## src/design/gyro_pointer_tracker_defines.svh

```systemverilog
// assertion macros for the gyro pointer tracker
`ifndef GYRO_POINTER_TRACKER_DEFINES_SVH
`define GYRO_POINTER_TRACKER_DEFINES_SVH

`ifndef NO_ASSERTIONS
`define GPT_ASSERT_NOW(lbl, ante, cons, msg) \
  lbl: assert property (@(posedge clk) disable iff (rst) (ante) |-> (cons)) else $error(msg);
`define GPT_ASSERT_NEXT(lbl, ante, cons, msg) \
  lbl: assert property (@(posedge clk) disable iff (rst) (ante) |=> (cons)) else $error(msg);
`else
`define GPT_ASSERT_NOW(lbl, ante, cons, msg)
`define GPT_ASSERT_NEXT(lbl, ante, cons, msg)
`endif

`endif

```

## src/design/gpt_pkg.sv

```systemverilog
package gpt_pkg;

  localparam int DELTA_W = 16;
  localparam int POS_W = 32;
  localparam int CFG_INDEX_W = 2;
  localparam int CFG_DATA_W = 16;
  localparam int RADIUS_W = 16;
  localparam int STEP_W = 8;
  localparam int IDLE_W = 8;
  localparam int COUNT_W = 8;

  localparam int FRAC_BITS_DEFAULT = 8;

  localparam logic [RADIUS_W-1:0] MAX_RADIUS_RESET = 16'd10000;
  localparam logic [STEP_W-1:0] STEP_SIZE_RESET = 8'd10;
  localparam logic [IDLE_W-1:0] IDLE_LIMIT_RESET = 8'd10;

  localparam logic [CFG_INDEX_W-1:0] CFG_MAX_RADIUS = 2'd0;
  localparam logic [CFG_INDEX_W-1:0] CFG_STEP_SIZE = 2'd1;
  localparam logic [CFG_INDEX_W-1:0] CFG_IDLE_LIMIT = 2'd2;

  typedef logic signed [DELTA_W-1:0] delta_t;
  typedef logic signed [POS_W-1:0] pos_t;

endpackage

```

## src/design/gpt_in_if.sv

```systemverilog
interface gpt_in_if;
  logic valid;
  logic ready;
  gpt_pkg::delta_t delta_x;
  gpt_pkg::delta_t delta_y;

  modport source(output valid, output delta_x, output delta_y, input ready);
  modport sink(input valid, input delta_x, input delta_y, output ready);
endinterface

```

## src/design/gpt_out_if.sv

```systemverilog
interface gpt_out_if;
  logic valid;
  logic ready;
  gpt_pkg::pos_t pos_x;
  gpt_pkg::pos_t pos_y;

  modport source(output valid, output pos_x, output pos_y, input ready);
  modport sink(input valid, input pos_x, input pos_y, output ready);
endinterface

```

## src/design/gpt_mul.sv

```systemverilog
module gpt_mul (
  input  logic        clk,
  input  logic [31:0] a,
  input  logic [31:0] b,
  output logic [63:0] p
);

  always_ff @(posedge clk) begin
    p <= 64'(a) * 64'(b);
  end

endmodule

```

## src/design/gpt_div.sv

```systemverilog
module gpt_div (
  input  logic                clk,
  input  logic                rst,
  input  logic                start,
  input  logic [63:0]         dividend,
  input  logic [31:0]         divisor,
  input  logic                neg,
  output logic                done,
  output logic signed [31:0]  quotient
);

  localparam int STEPS = 64;
  localparam int CNT_W = $clog2(STEPS);

  logic [31:0]      rem;
  logic [63:0]      quo;
  logic [31:0]      dvs;
  logic             neg_r;
  logic             busy;
  logic [CNT_W-1:0] cnt;
  logic [32:0]      shifted;
  logic             fits;
  logic [32:0]      diff;

  assign shifted = {rem, quo[63]};
  assign fits = shifted >= {1'b0, dvs};
  assign diff = shifted - {1'b0, dvs};

  always_ff @(posedge clk) begin
    if (rst) begin
      busy <= 1'b0;
      done <= 1'b0;
    end else begin
      done <= 1'b0;
      if (start) begin
        rem <= '0;
        quo <= dividend;
        dvs <= divisor;
        neg_r <= neg;
        cnt <= '0;
        busy <= 1'b1;
      end else if (busy) begin
        rem <= fits ? diff[31:0] : shifted[31:0];
        quo <= {quo[62:0], fits};
        cnt <= cnt + 1'b1;
        if (cnt == CNT_W'(STEPS - 1)) begin
          busy <= 1'b0;
          done <= 1'b1;
        end
      end
    end
  end

  // magnitude back to signed, saturating
  always_comb begin
    if (neg_r) begin
      if (quo > 64'h0000_0000_8000_0000) quotient = 32'sh8000_0000;
      else quotient = -signed'(quo[31:0]);
    end else begin
      if (|quo[63:31]) quotient = 32'sh7FFF_FFFF;
      else quotient = signed'(quo[31:0]);
    end
  end

endmodule

```

## src/design/gyro_pointer_tracker.sv

```systemverilog
// a result is loaded into the output registers in S_POS, the state after its item is accepted, once the output is free
// a new item is taken only in S_IDLE; when the retreat point stays put or is set, an item first runs S_POS to S_CMP
// a retreat step runs S_RET, S_NEAR on the y axis and S_RET, S_PROD, S_DIVLD, S_DIV, S_NEAR off it,
// waiting in S_DIV for the 64-step serial divider; the shared 32x32 multiplier serves the squares and product
// reset (synchronous): position, retreat point and history to zero,
// max_radius 10000, step_size 10, idle_limit 10
`include "gyro_pointer_tracker_defines.svh"

module gyro_pointer_tracker #(
  parameter int FRAC_BITS = gpt_pkg::FRAC_BITS_DEFAULT
) (
  input  logic                             clk,
  input  logic                             rst,
  gpt_in_if.sink                           in_ch,
  gpt_out_if.source                        out_ch,
  input  logic                             cfg_we,
  input  logic [gpt_pkg::CFG_INDEX_W-1:0]  cfg_index,
  input  logic [gpt_pkg::CFG_DATA_W-1:0]   cfg_data
);

  typedef enum logic [3:0] {
    S_IDLE, S_POS, S_SQX, S_SQY, S_SQR, S_CMP, S_RET, S_PROD, S_DIVLD, S_DIV, S_NEAR
  } state_t;

  localparam logic signed [33:0] POS_MAX_EXT = 34'sd2147483647;
  localparam logic signed [33:0] POS_MIN_EXT = -34'sd2147483648;

  function automatic gpt_pkg::pos_t sat34(input logic signed [33:0] v);
    gpt_pkg::pos_t r;
    if (v > POS_MAX_EXT) r = 32'sh7FFF_FFFF;
    else if (v < POS_MIN_EXT) r = 32'sh8000_0000;
    else r = v[31:0];
    return r;
  endfunction

  function automatic logic [31:0] abs32(input gpt_pkg::pos_t v);
    logic [31:0] r;
    r = v[31] ? 32'(-v) : 32'(v);
    return r;
  endfunction

  state_t state;

  logic [gpt_pkg::RADIUS_W-1:0] max_radius;
  logic [gpt_pkg::STEP_W-1:0]   step_size;
  logic [gpt_pkg::IDLE_W-1:0]   idle_limit;

  gpt_pkg::delta_t dx, dy;
  gpt_pkg::pos_t   position_x, position_y, retreat_x, retreat_y, nx;
  gpt_pkg::delta_t bound_delta_x, bound_delta_y, last_delta_x, last_delta_y;
  logic [gpt_pkg::COUNT_W-1:0] repeat_count;
  logic            was_out_of_bound;
  logic            idle;
  logic [63:0]     acc;

  logic            out_valid;
  gpt_pkg::pos_t   out_x, out_y;

  logic [31:0]     s_val, r_val;
  logic signed [33:0] s_ext;
  logic signed [33:0] dx_scaled, dy_scaled;
  gpt_pkg::pos_t   add_x, add_y, new_x, new_y;
  logic            snap, out_free;
  logic [gpt_pkg::COUNT_W-1:0] count_inc;

  logic [31:0]     mul_a, mul_b;
  logic [63:0]     mul_p;
  logic            div_start, div_done, div_neg;
  gpt_pkg::pos_t   div_q;

  assign s_val = 32'(step_size) << FRAC_BITS;
  assign r_val = 32'(max_radius) << FRAC_BITS;
  assign s_ext = signed'(34'(s_val));

  assign dx_scaled = 34'(dx) <<< FRAC_BITS;
  assign dy_scaled = 34'(dy) <<< FRAC_BITS;
  assign add_x = sat34(34'(position_x) + dx_scaled);
  assign add_y = sat34(34'(position_y) + dy_scaled);
  assign snap = was_out_of_bound && (dx != bound_delta_x) && (dy != bound_delta_y);
  assign new_x = snap ? retreat_x : add_x;
  assign new_y = snap ? retreat_y : add_y;
  assign out_free = !out_valid || out_ch.ready;
  assign count_inc = (repeat_count == '1) ? repeat_count : repeat_count + 1'b1;

  assign in_ch.ready = (state == S_IDLE);
  assign out_ch.valid = out_valid;
  assign out_ch.pos_x = out_x;
  assign out_ch.pos_y = out_y;

  // operand select for the shared multiplier
  always_comb begin
    case (state)
      S_SQX: begin
        mul_a = abs32(position_x);
        mul_b = abs32(position_x);
      end
      S_SQY: begin
        mul_a = abs32(position_y);
        mul_b = abs32(position_y);
      end
      S_SQR: begin
        mul_a = r_val;
        mul_b = r_val;
      end
      S_PROD: begin
        mul_a = abs32(retreat_y);
        mul_b = abs32(nx);
      end
      default: begin
        mul_a = '0;
        mul_b = '0;
      end
    endcase
  end

  assign div_start = (state == S_DIVLD);
  assign div_neg = retreat_y[31] ^ nx[31] ^ retreat_x[31];

  gpt_mul u_mul (
    .clk (clk),
    .a   (mul_a),
    .b   (mul_b),
    .p   (mul_p)
  );

  gpt_div u_div (
    .clk      (clk),
    .rst      (rst),
    .start    (div_start),
    .dividend (mul_p),
    .divisor  (abs32(retreat_x)),
    .neg      (div_neg),
    .done     (div_done),
    .quotient (div_q)
  );

  always_ff @(posedge clk) begin
    if (rst) begin
      state <= S_IDLE;
      max_radius <= gpt_pkg::MAX_RADIUS_RESET;
      step_size <= gpt_pkg::STEP_SIZE_RESET;
      idle_limit <= gpt_pkg::IDLE_LIMIT_RESET;
      position_x <= '0;
      position_y <= '0;
      retreat_x <= '0;
      retreat_y <= '0;
      bound_delta_x <= '0;
      bound_delta_y <= '0;
      last_delta_x <= '0;
      last_delta_y <= '0;
      repeat_count <= '0;
      was_out_of_bound <= 1'b0;
      idle <= 1'b0;
      out_valid <= 1'b0;
    end else begin
      if (cfg_we) begin
        case (cfg_index)
          gpt_pkg::CFG_MAX_RADIUS: max_radius <= cfg_data[gpt_pkg::RADIUS_W-1:0];
          gpt_pkg::CFG_STEP_SIZE:  step_size <= cfg_data[gpt_pkg::STEP_W-1:0];
          gpt_pkg::CFG_IDLE_LIMIT: idle_limit <= cfg_data[gpt_pkg::IDLE_W-1:0];
          default: ;
        endcase
      end

      if (out_valid && out_ch.ready && state != S_POS) out_valid <= 1'b0;

      case (state)
        S_IDLE: begin
          if (in_ch.valid) begin
            dx <= in_ch.delta_x;
            dy <= in_ch.delta_y;
            state <= S_POS;
          end
        end
        S_POS: begin
          if (out_free) begin
            position_x <= new_x;
            position_y <= new_y;
            out_x <= new_x;
            out_y <= new_y;
            out_valid <= 1'b1;
            state <= S_SQX;
          end
        end
        S_SQX: state <= S_SQY;
        S_SQY: begin
          acc <= mul_p;
          state <= S_SQR;
        end
        S_SQR: begin
          acc <= acc + mul_p;
          state <= S_CMP;
        end
        S_CMP: begin
          if (acc >= mul_p) begin
            was_out_of_bound <= 1'b1;
            bound_delta_x <= dx;
            bound_delta_y <= dy;
            idle <= 1'b0;
            state <= S_RET;
          end else begin
            was_out_of_bound <= 1'b0;
            if (dx == last_delta_x && dy == last_delta_y) begin
              repeat_count <= count_inc;
              idle <= 1'b1;
              state <= (count_inc > idle_limit) ? S_RET : S_IDLE;
            end else begin
              repeat_count <= '0;
              retreat_x <= position_x;
              retreat_y <= position_y;
              last_delta_x <= dx;
              last_delta_y <= dy;
              state <= S_IDLE;
            end
          end
        end
        S_RET: begin
          if (retreat_x != '0) begin
            nx <= retreat_x[31] ? sat34(34'(retreat_x) + s_ext)
                                : sat34(34'(retreat_x) - s_ext);
            state <= S_PROD;
          end else begin
            if (retreat_y > 0) retreat_y <= sat34(34'(retreat_y) - s_ext);
            else if (retreat_y < 0) retreat_y <= sat34(34'(retreat_y) + s_ext);
            state <= S_NEAR;
          end
        end
        S_PROD: state <= S_DIVLD;
        S_DIVLD: state <= S_DIV;
        S_DIV: begin
          if (div_done) begin
            retreat_y <= div_q;
            retreat_x <= nx;
            state <= S_NEAR;
          end
        end
        S_NEAR: begin
          if (abs32(retreat_x) <= s_val && abs32(retreat_y) <= s_val) begin
            position_x <= '0;
            position_y <= '0;
          end else if (idle) begin
            position_x <= retreat_x;
            position_y <= retreat_y;
          end
          state <= S_IDLE;
        end
        default: state <= S_IDLE;
      endcase
    end
  end

  `GPT_ASSERT_NEXT(a_accept_to_pos, in_ch.valid && in_ch.ready, state == S_POS, "accepted item did not start the add")
  `GPT_ASSERT_NOW(a_div_done_state, div_done, state == S_DIV, "divider finished outside its wait state")
  `GPT_ASSERT_NOW(a_oob_from_cmp, !$past(rst) && $rose(was_out_of_bound), $past(state) == S_CMP, "out-of-bound flag set outside compare")
  `GPT_ASSERT_NEXT(a_out_load, state == S_POS && out_free, out_valid && out_ch.pos_x == position_x, "result does not match position")

endmodule
```

## src/flat_wrapper.sv

```systemverilog
// flat-port wrapper written by rule: the top's interface ports become plain ports
module gyro_pointer_tracker_flat 
#(
  parameter int FRAC_BITS = gpt_pkg::FRAC_BITS_DEFAULT
)
  (clk, rst, cfg_we, cfg_index, cfg_data, in_ch_valid, in_ch_delta_x, in_ch_delta_y, in_ch_ready, out_ch_valid, out_ch_pos_x, out_ch_pos_y, out_ch_ready);
  gpt_in_if in_ch_i ();
  gpt_out_if out_ch_i ();
  input  logic clk;
  input  logic rst;
  input  logic cfg_we;
  input  logic [gpt_pkg::CFG_INDEX_W-1:0] cfg_index;
  input  logic [gpt_pkg::CFG_DATA_W-1:0] cfg_data;
  input wire logic [$bits(in_ch_i.valid)-1:0] in_ch_valid;
  input wire logic [$bits(in_ch_i.delta_x)-1:0] in_ch_delta_x;
  input wire logic [$bits(in_ch_i.delta_y)-1:0] in_ch_delta_y;
  output wire logic [$bits(in_ch_i.ready)-1:0] in_ch_ready;
  output wire logic [$bits(out_ch_i.valid)-1:0] out_ch_valid;
  output wire logic [$bits(out_ch_i.pos_x)-1:0] out_ch_pos_x;
  output wire logic [$bits(out_ch_i.pos_y)-1:0] out_ch_pos_y;
  input wire logic [$bits(out_ch_i.ready)-1:0] out_ch_ready;
  assign in_ch_i.valid = in_ch_valid;
  assign in_ch_i.delta_x = in_ch_delta_x;
  assign in_ch_i.delta_y = in_ch_delta_y;
  assign in_ch_ready = in_ch_i.ready;
  assign out_ch_valid = out_ch_i.valid;
  assign out_ch_pos_x = out_ch_i.pos_x;
  assign out_ch_pos_y = out_ch_i.pos_y;
  assign out_ch_i.ready = out_ch_ready;
  gyro_pointer_tracker #(.FRAC_BITS(FRAC_BITS)) u_core (.clk(clk), .rst(rst), .in_ch(in_ch_i), .out_ch(out_ch_i), .cfg_we(cfg_we), .cfg_index(cfg_index), .cfg_data(cfg_data));
endmodule
```

## config.mk

```make
export PLATFORM = sky130hd
export DESIGN_NAME = gyro_pointer_tracker_flat
export DESIGN_NICKNAME = d
export VERILOG_FILES = /design/src/design/gpt_pkg.sv /design/src/design/gpt_in_if.sv /design/src/design/gpt_out_if.sv /design/src/design/gpt_mul.sv /design/src/design/gpt_div.sv /design/src/design/gyro_pointer_tracker.sv /design/src/flat_wrapper.sv
export VERILOG_INCLUDE_DIRS = /design/src /design/src/design
export SDC_FILE = /design/constraint.sdc
export NUM_CORES = 2
export LEC_CHECK = 0
export BUFFER_PORTS_ARGS = -buffer_cell sky130_fd_sc_hd__buf_2
export CORE_MARGIN = 2
export CORE_UTILIZATION = 70
export DETAILED_ROUTE_END_ITERATION = 16
export MAX_ROUTING_LAYER = met4
export PLACE_DENSITY = 0.95
export SLEW_MARGIN = 20
export SYNTH_ARGS = -nofsm -noshare
export SYNTH_HDL_FRONTEND = slang
export SYNTH_SLANG_ARGS = --single-unit
```

## constraint.sdc

```tcl
create_clock -name clk -period 22.5 [get_ports clk]
set_clock_uncertainty 0.15 [all_clocks]
set_input_delay 4.5 -clock clk [delete_from_list [all_inputs] [get_ports clk]]
set_output_delay 4.5 -clock clk [all_outputs]
set_load 0.01 [all_outputs]
```

==> impl_metrics.tcl <==
set metrics [dict create \
    fin_crit_sh_pct 54.6 \
    yosys_most_used_dff "edfxtp_1" \
    total_power_w 0.00361 \
    clk_pin_slew_ps 70 \
    routedWlPerCell_um 27.3 \
    dr.pass1.iters 9 \
    place_ws_ps 10570 \
    hpwl_um 207000 \
    placed_area_mm2 0.0782 \
    num_rows 121 \
    io-pin-count 121 \
    core_mm2 0.109 \
    max_freq_mhz 81.3 \
    crit_start "u_core.retreat_y[0]$_SDFFE_PP0P_" \
    hold_buffers 0 \
    worst_hold_path.num_cells 2 \
    hp-class "flop to flop" \
    maxSlewViolCount 0 \
    synth_common_cells "1,259 x inv_1, 1,088 x nor2_1, 1,010 x nand2_1" \
    cts_buffer_depth 3 \
    postCtsSetupBuffers 0 \
    clk_latency_ps 710 \
    fp.dieW_um 334 \
    min_period_ps 12290 \
    yosys.area.top_type "fa_1" \
    path_class "flop to flop" \
    numPortBuffers 120 \
    cp-start-kind "flop" \
    max_stage_delay_ps 1070 \
    hold_start "u_core.max_radius[3]$_SDFFE_PP0P_" \
    rsz0062_at_grt "false" \
    synthArstFlopShare_pct 0 \
    reg2reg_depth 35 \
    synth_most_common_cell "inv_1" \
    drive_gt1_share_pct 6.52 \
    wl_um 280000 \
    tightest_slew_ps 1210 \
    die-area_mm2 0.112 \
    grt_max_degree 166 \
    timing.rr.end "u_core.u_mul.p[62]$_DFF_P_" \
    p_per_area_mw_per_mm2 44.7 \
    drt.antenna.violating_nets 0 \
    yosysSeqAreaShare_pct 20.9 \
    htreeDepth 3 \
    p_leak_nw 35.9 \
    area_delta_synth_final_pct 5.81 \
    final_area_mm2 0.0808 \
    crit_path_top_delay_cell "a2111oi_0" \
    grt_pass1_vias 70200 \
    finalSetupViolCount 0 \
    start_util_pct 70.4 \
    drv_cap 0 \
    grt_usage_pct 51.7 \
    slew-limit-headroom_pct 17.0 \
    worstReg2RegStart "u_core.retreat_y[0]$_SDFFE_PP0P_" \
    avgSynthCellArea_um2 8.55 \
    drt-vias-per-instance 6.77 \
    via_count 69500 \
    antenna_found_initial 13 \
    hold_ws_ps 345 \
    die_h_um 334 \
    syn_nets 10400 \
    synth_edf_count 327 \
    root_buffer "clkbuf_16" \
    status "finished, final reports clean" \
    hold_violations 0 \
    drt_iter0_drc 9546 \
    drcViolationCount 0 \
    fin_ws_ps 10210 \
    synth_top_cell_area_share_pct 23.7 \
    arrival_ps 12770 \
    synth_area_leaders "fa_1 24%, edfxtp_1 13%, ha_1 8.7%" \
    synth_area_mm2 0.0764 \
    hold_end "u_core.max_radius[3]$_SDFFE_PP0P_" \
    nets 10300 \
    yosysUniqueCellTypes 107 \
    endpoint_kind "flop" \
    netlist_instances 8932 \
    ff2ff_setup_slack_ps 10210 \
    cts_tree "built" \
    fill_cells 7639 \
    grt_pass1_wl_um 421000 \
    required_ps 22970 \
    cts_buffers 74 \
    finalWeightedCongestion 1.09 \
    globalRouteOverflowTotal 0 \
    ctsResizeCount 0 \
    ys_seq_elements 632 \
    cts_sinks 632 \
    ys_warn_count 0 \
    ir_worst_vdd_mv 0.0618 \
    fin_tns_setup_ps 0 \
    cp_max_fo 20 \
]
## layout by cell type (no fill, tap or decap), types with 48 or more instances in the layout
| master | netlist | routed |
|---|---|---|
| o21ai_0 | 408 | 396 |
| buf_2 | 39 | 119 |
| ha_1 | 534 | 534 |
| nand2_1 | 1010 | 1006 |
| fa_1 | 904 | 904 |
| a311oi_1 | 60 | 60 |
| xor2_1 | 177 | 177 |
| o31ai_1 | 63 | 63 |
| o22ai_1 | 51 | 51 |
| a21oi_1 | 385 | 381 |
| nand3_1 | 77 | 75 |
| a211oi_1 | 67 | 67 |
| or3_1 | 51 | 51 |
| nand2b_1 | 52 | 52 |
| nor3_1 | 128 | 124 |
| o21bai_1 | 48 | 48 |
| o21a_1 | 63 | 62 |
| nor4_1 | 59 | 59 |
| clkbuf_16 | 0 | 75 |
| buf_4 | 8 | 144 |
| nor2_1 | 1088 | 1078 |
| nand4_1 | 61 | 61 |
| and2_1 | 49 | 48 |
| dfxtp_1 | 305 | 304 |
| mux2i_1 | 118 | 117 |
| a21o_1 | 115 | 113 |
| xnor2_1 | 286 | 286 |
| edfxtp_1 | 327 | 327 |
| a31oi_1 | 63 | 61 |
| inv_1 | 1259 | 1259 |
## per-layer routing
metal | routed length (um) | part of all wire (%) | track usage, %
met1 | 92300 | 33 | 58.9
met3 | 39200 | 14 | 16.6
met2 | 117000 | 42 | 73.8
met4 | 31600 | 11 | 43.8
met5 | 0 | 0 | -
## per-stage QoR
step,util [%],std cells
after floorplan,-,8932
after global placement,72.0,10100
after detailed placement,72.1,10100
after CTS,74.4,10300
after global routing,74.4,10300
final,74.4,10300
## flip-flops by register name, indices dropped and copies added (netlist names), 32 cells and up
| name | flops |
|---|---|
| u_core.retreat_y | 32 |
| u_core.u_div.quo | 64 |
| u_core.u_mul.p | 64 |
| u_core.out_ch.pos_x | 32 |
| u_core.position_x | 32 |
| u_core.position_y | 32 |
| u_core.retreat_x | 32 |
| u_core.u_div.dvs | 32 |
| u_core.out_ch.pos_y | 32 |
| u_core.u_div.rem | 32 |
| u_core.acc | 64 |
| u_core.nx | 32 |
## worst max-delay path by stage
stage	end	depth (start not counted)	slack (ps)
6_report	u_core.u_mul.p[62]$_DFF_P_	35	10210
5_1_grt	u_core.u_mul.p[62]$_DFF_P_	35	9870
4_1_cts	u_core.u_mul.p[62]$_DFF_P_	34	10550
3_5_place_dp	u_core.u_mul.p[62]$_DFF_P_	34	10570
3_3_place_gp	u_core.u_mul.p[62]$_DFF_P_	34	10830
2_1_floorplan	u_core.u_mul.p[63]$_DFF_P_	33	12370
## power by group
part	internal (W)	switching, W	total, W
sequential	0.00127	0.0000839	0.00136
combinational	0.000316	0.000672	0.000988
clock	0.000695	0.000570	0.00127
## kinds of logic after synthesis
kind of cell    share of synthesized area, %
compound gates                          14.3
simple gates                            16.2
fa+ha+maj                               32.6
flops                                   20.9
buf+inv                                 8.78
xor+xnor                                5.31
mux                                     1.94
## worst max-delay path, delay by kind of cell, from the launching register on
family / cells / cell delay [ps]
buf+inv: 8 / 650
compound gates: 8 / 3430
xor+xnor: 1 / 370
simple gates: 8 / 2520
flops: 1 / 370
fa+ha+maj: 10 / 4730
## final cells by class
cell class	instances	area, um^2	share of cell area [%]
tap	1414	1770	2.19
clock inverter	40	444	0.550
sequential	632	15900	19.7
timing repair buffer	267	1750	2.16
antenna	14	35.0	0.0434
multi-input combinational	6549	54100	66.9
inverter	1262	4740	5.86
clock buffer	97	2050	2.54
Power figures use the tool's default switching activity.
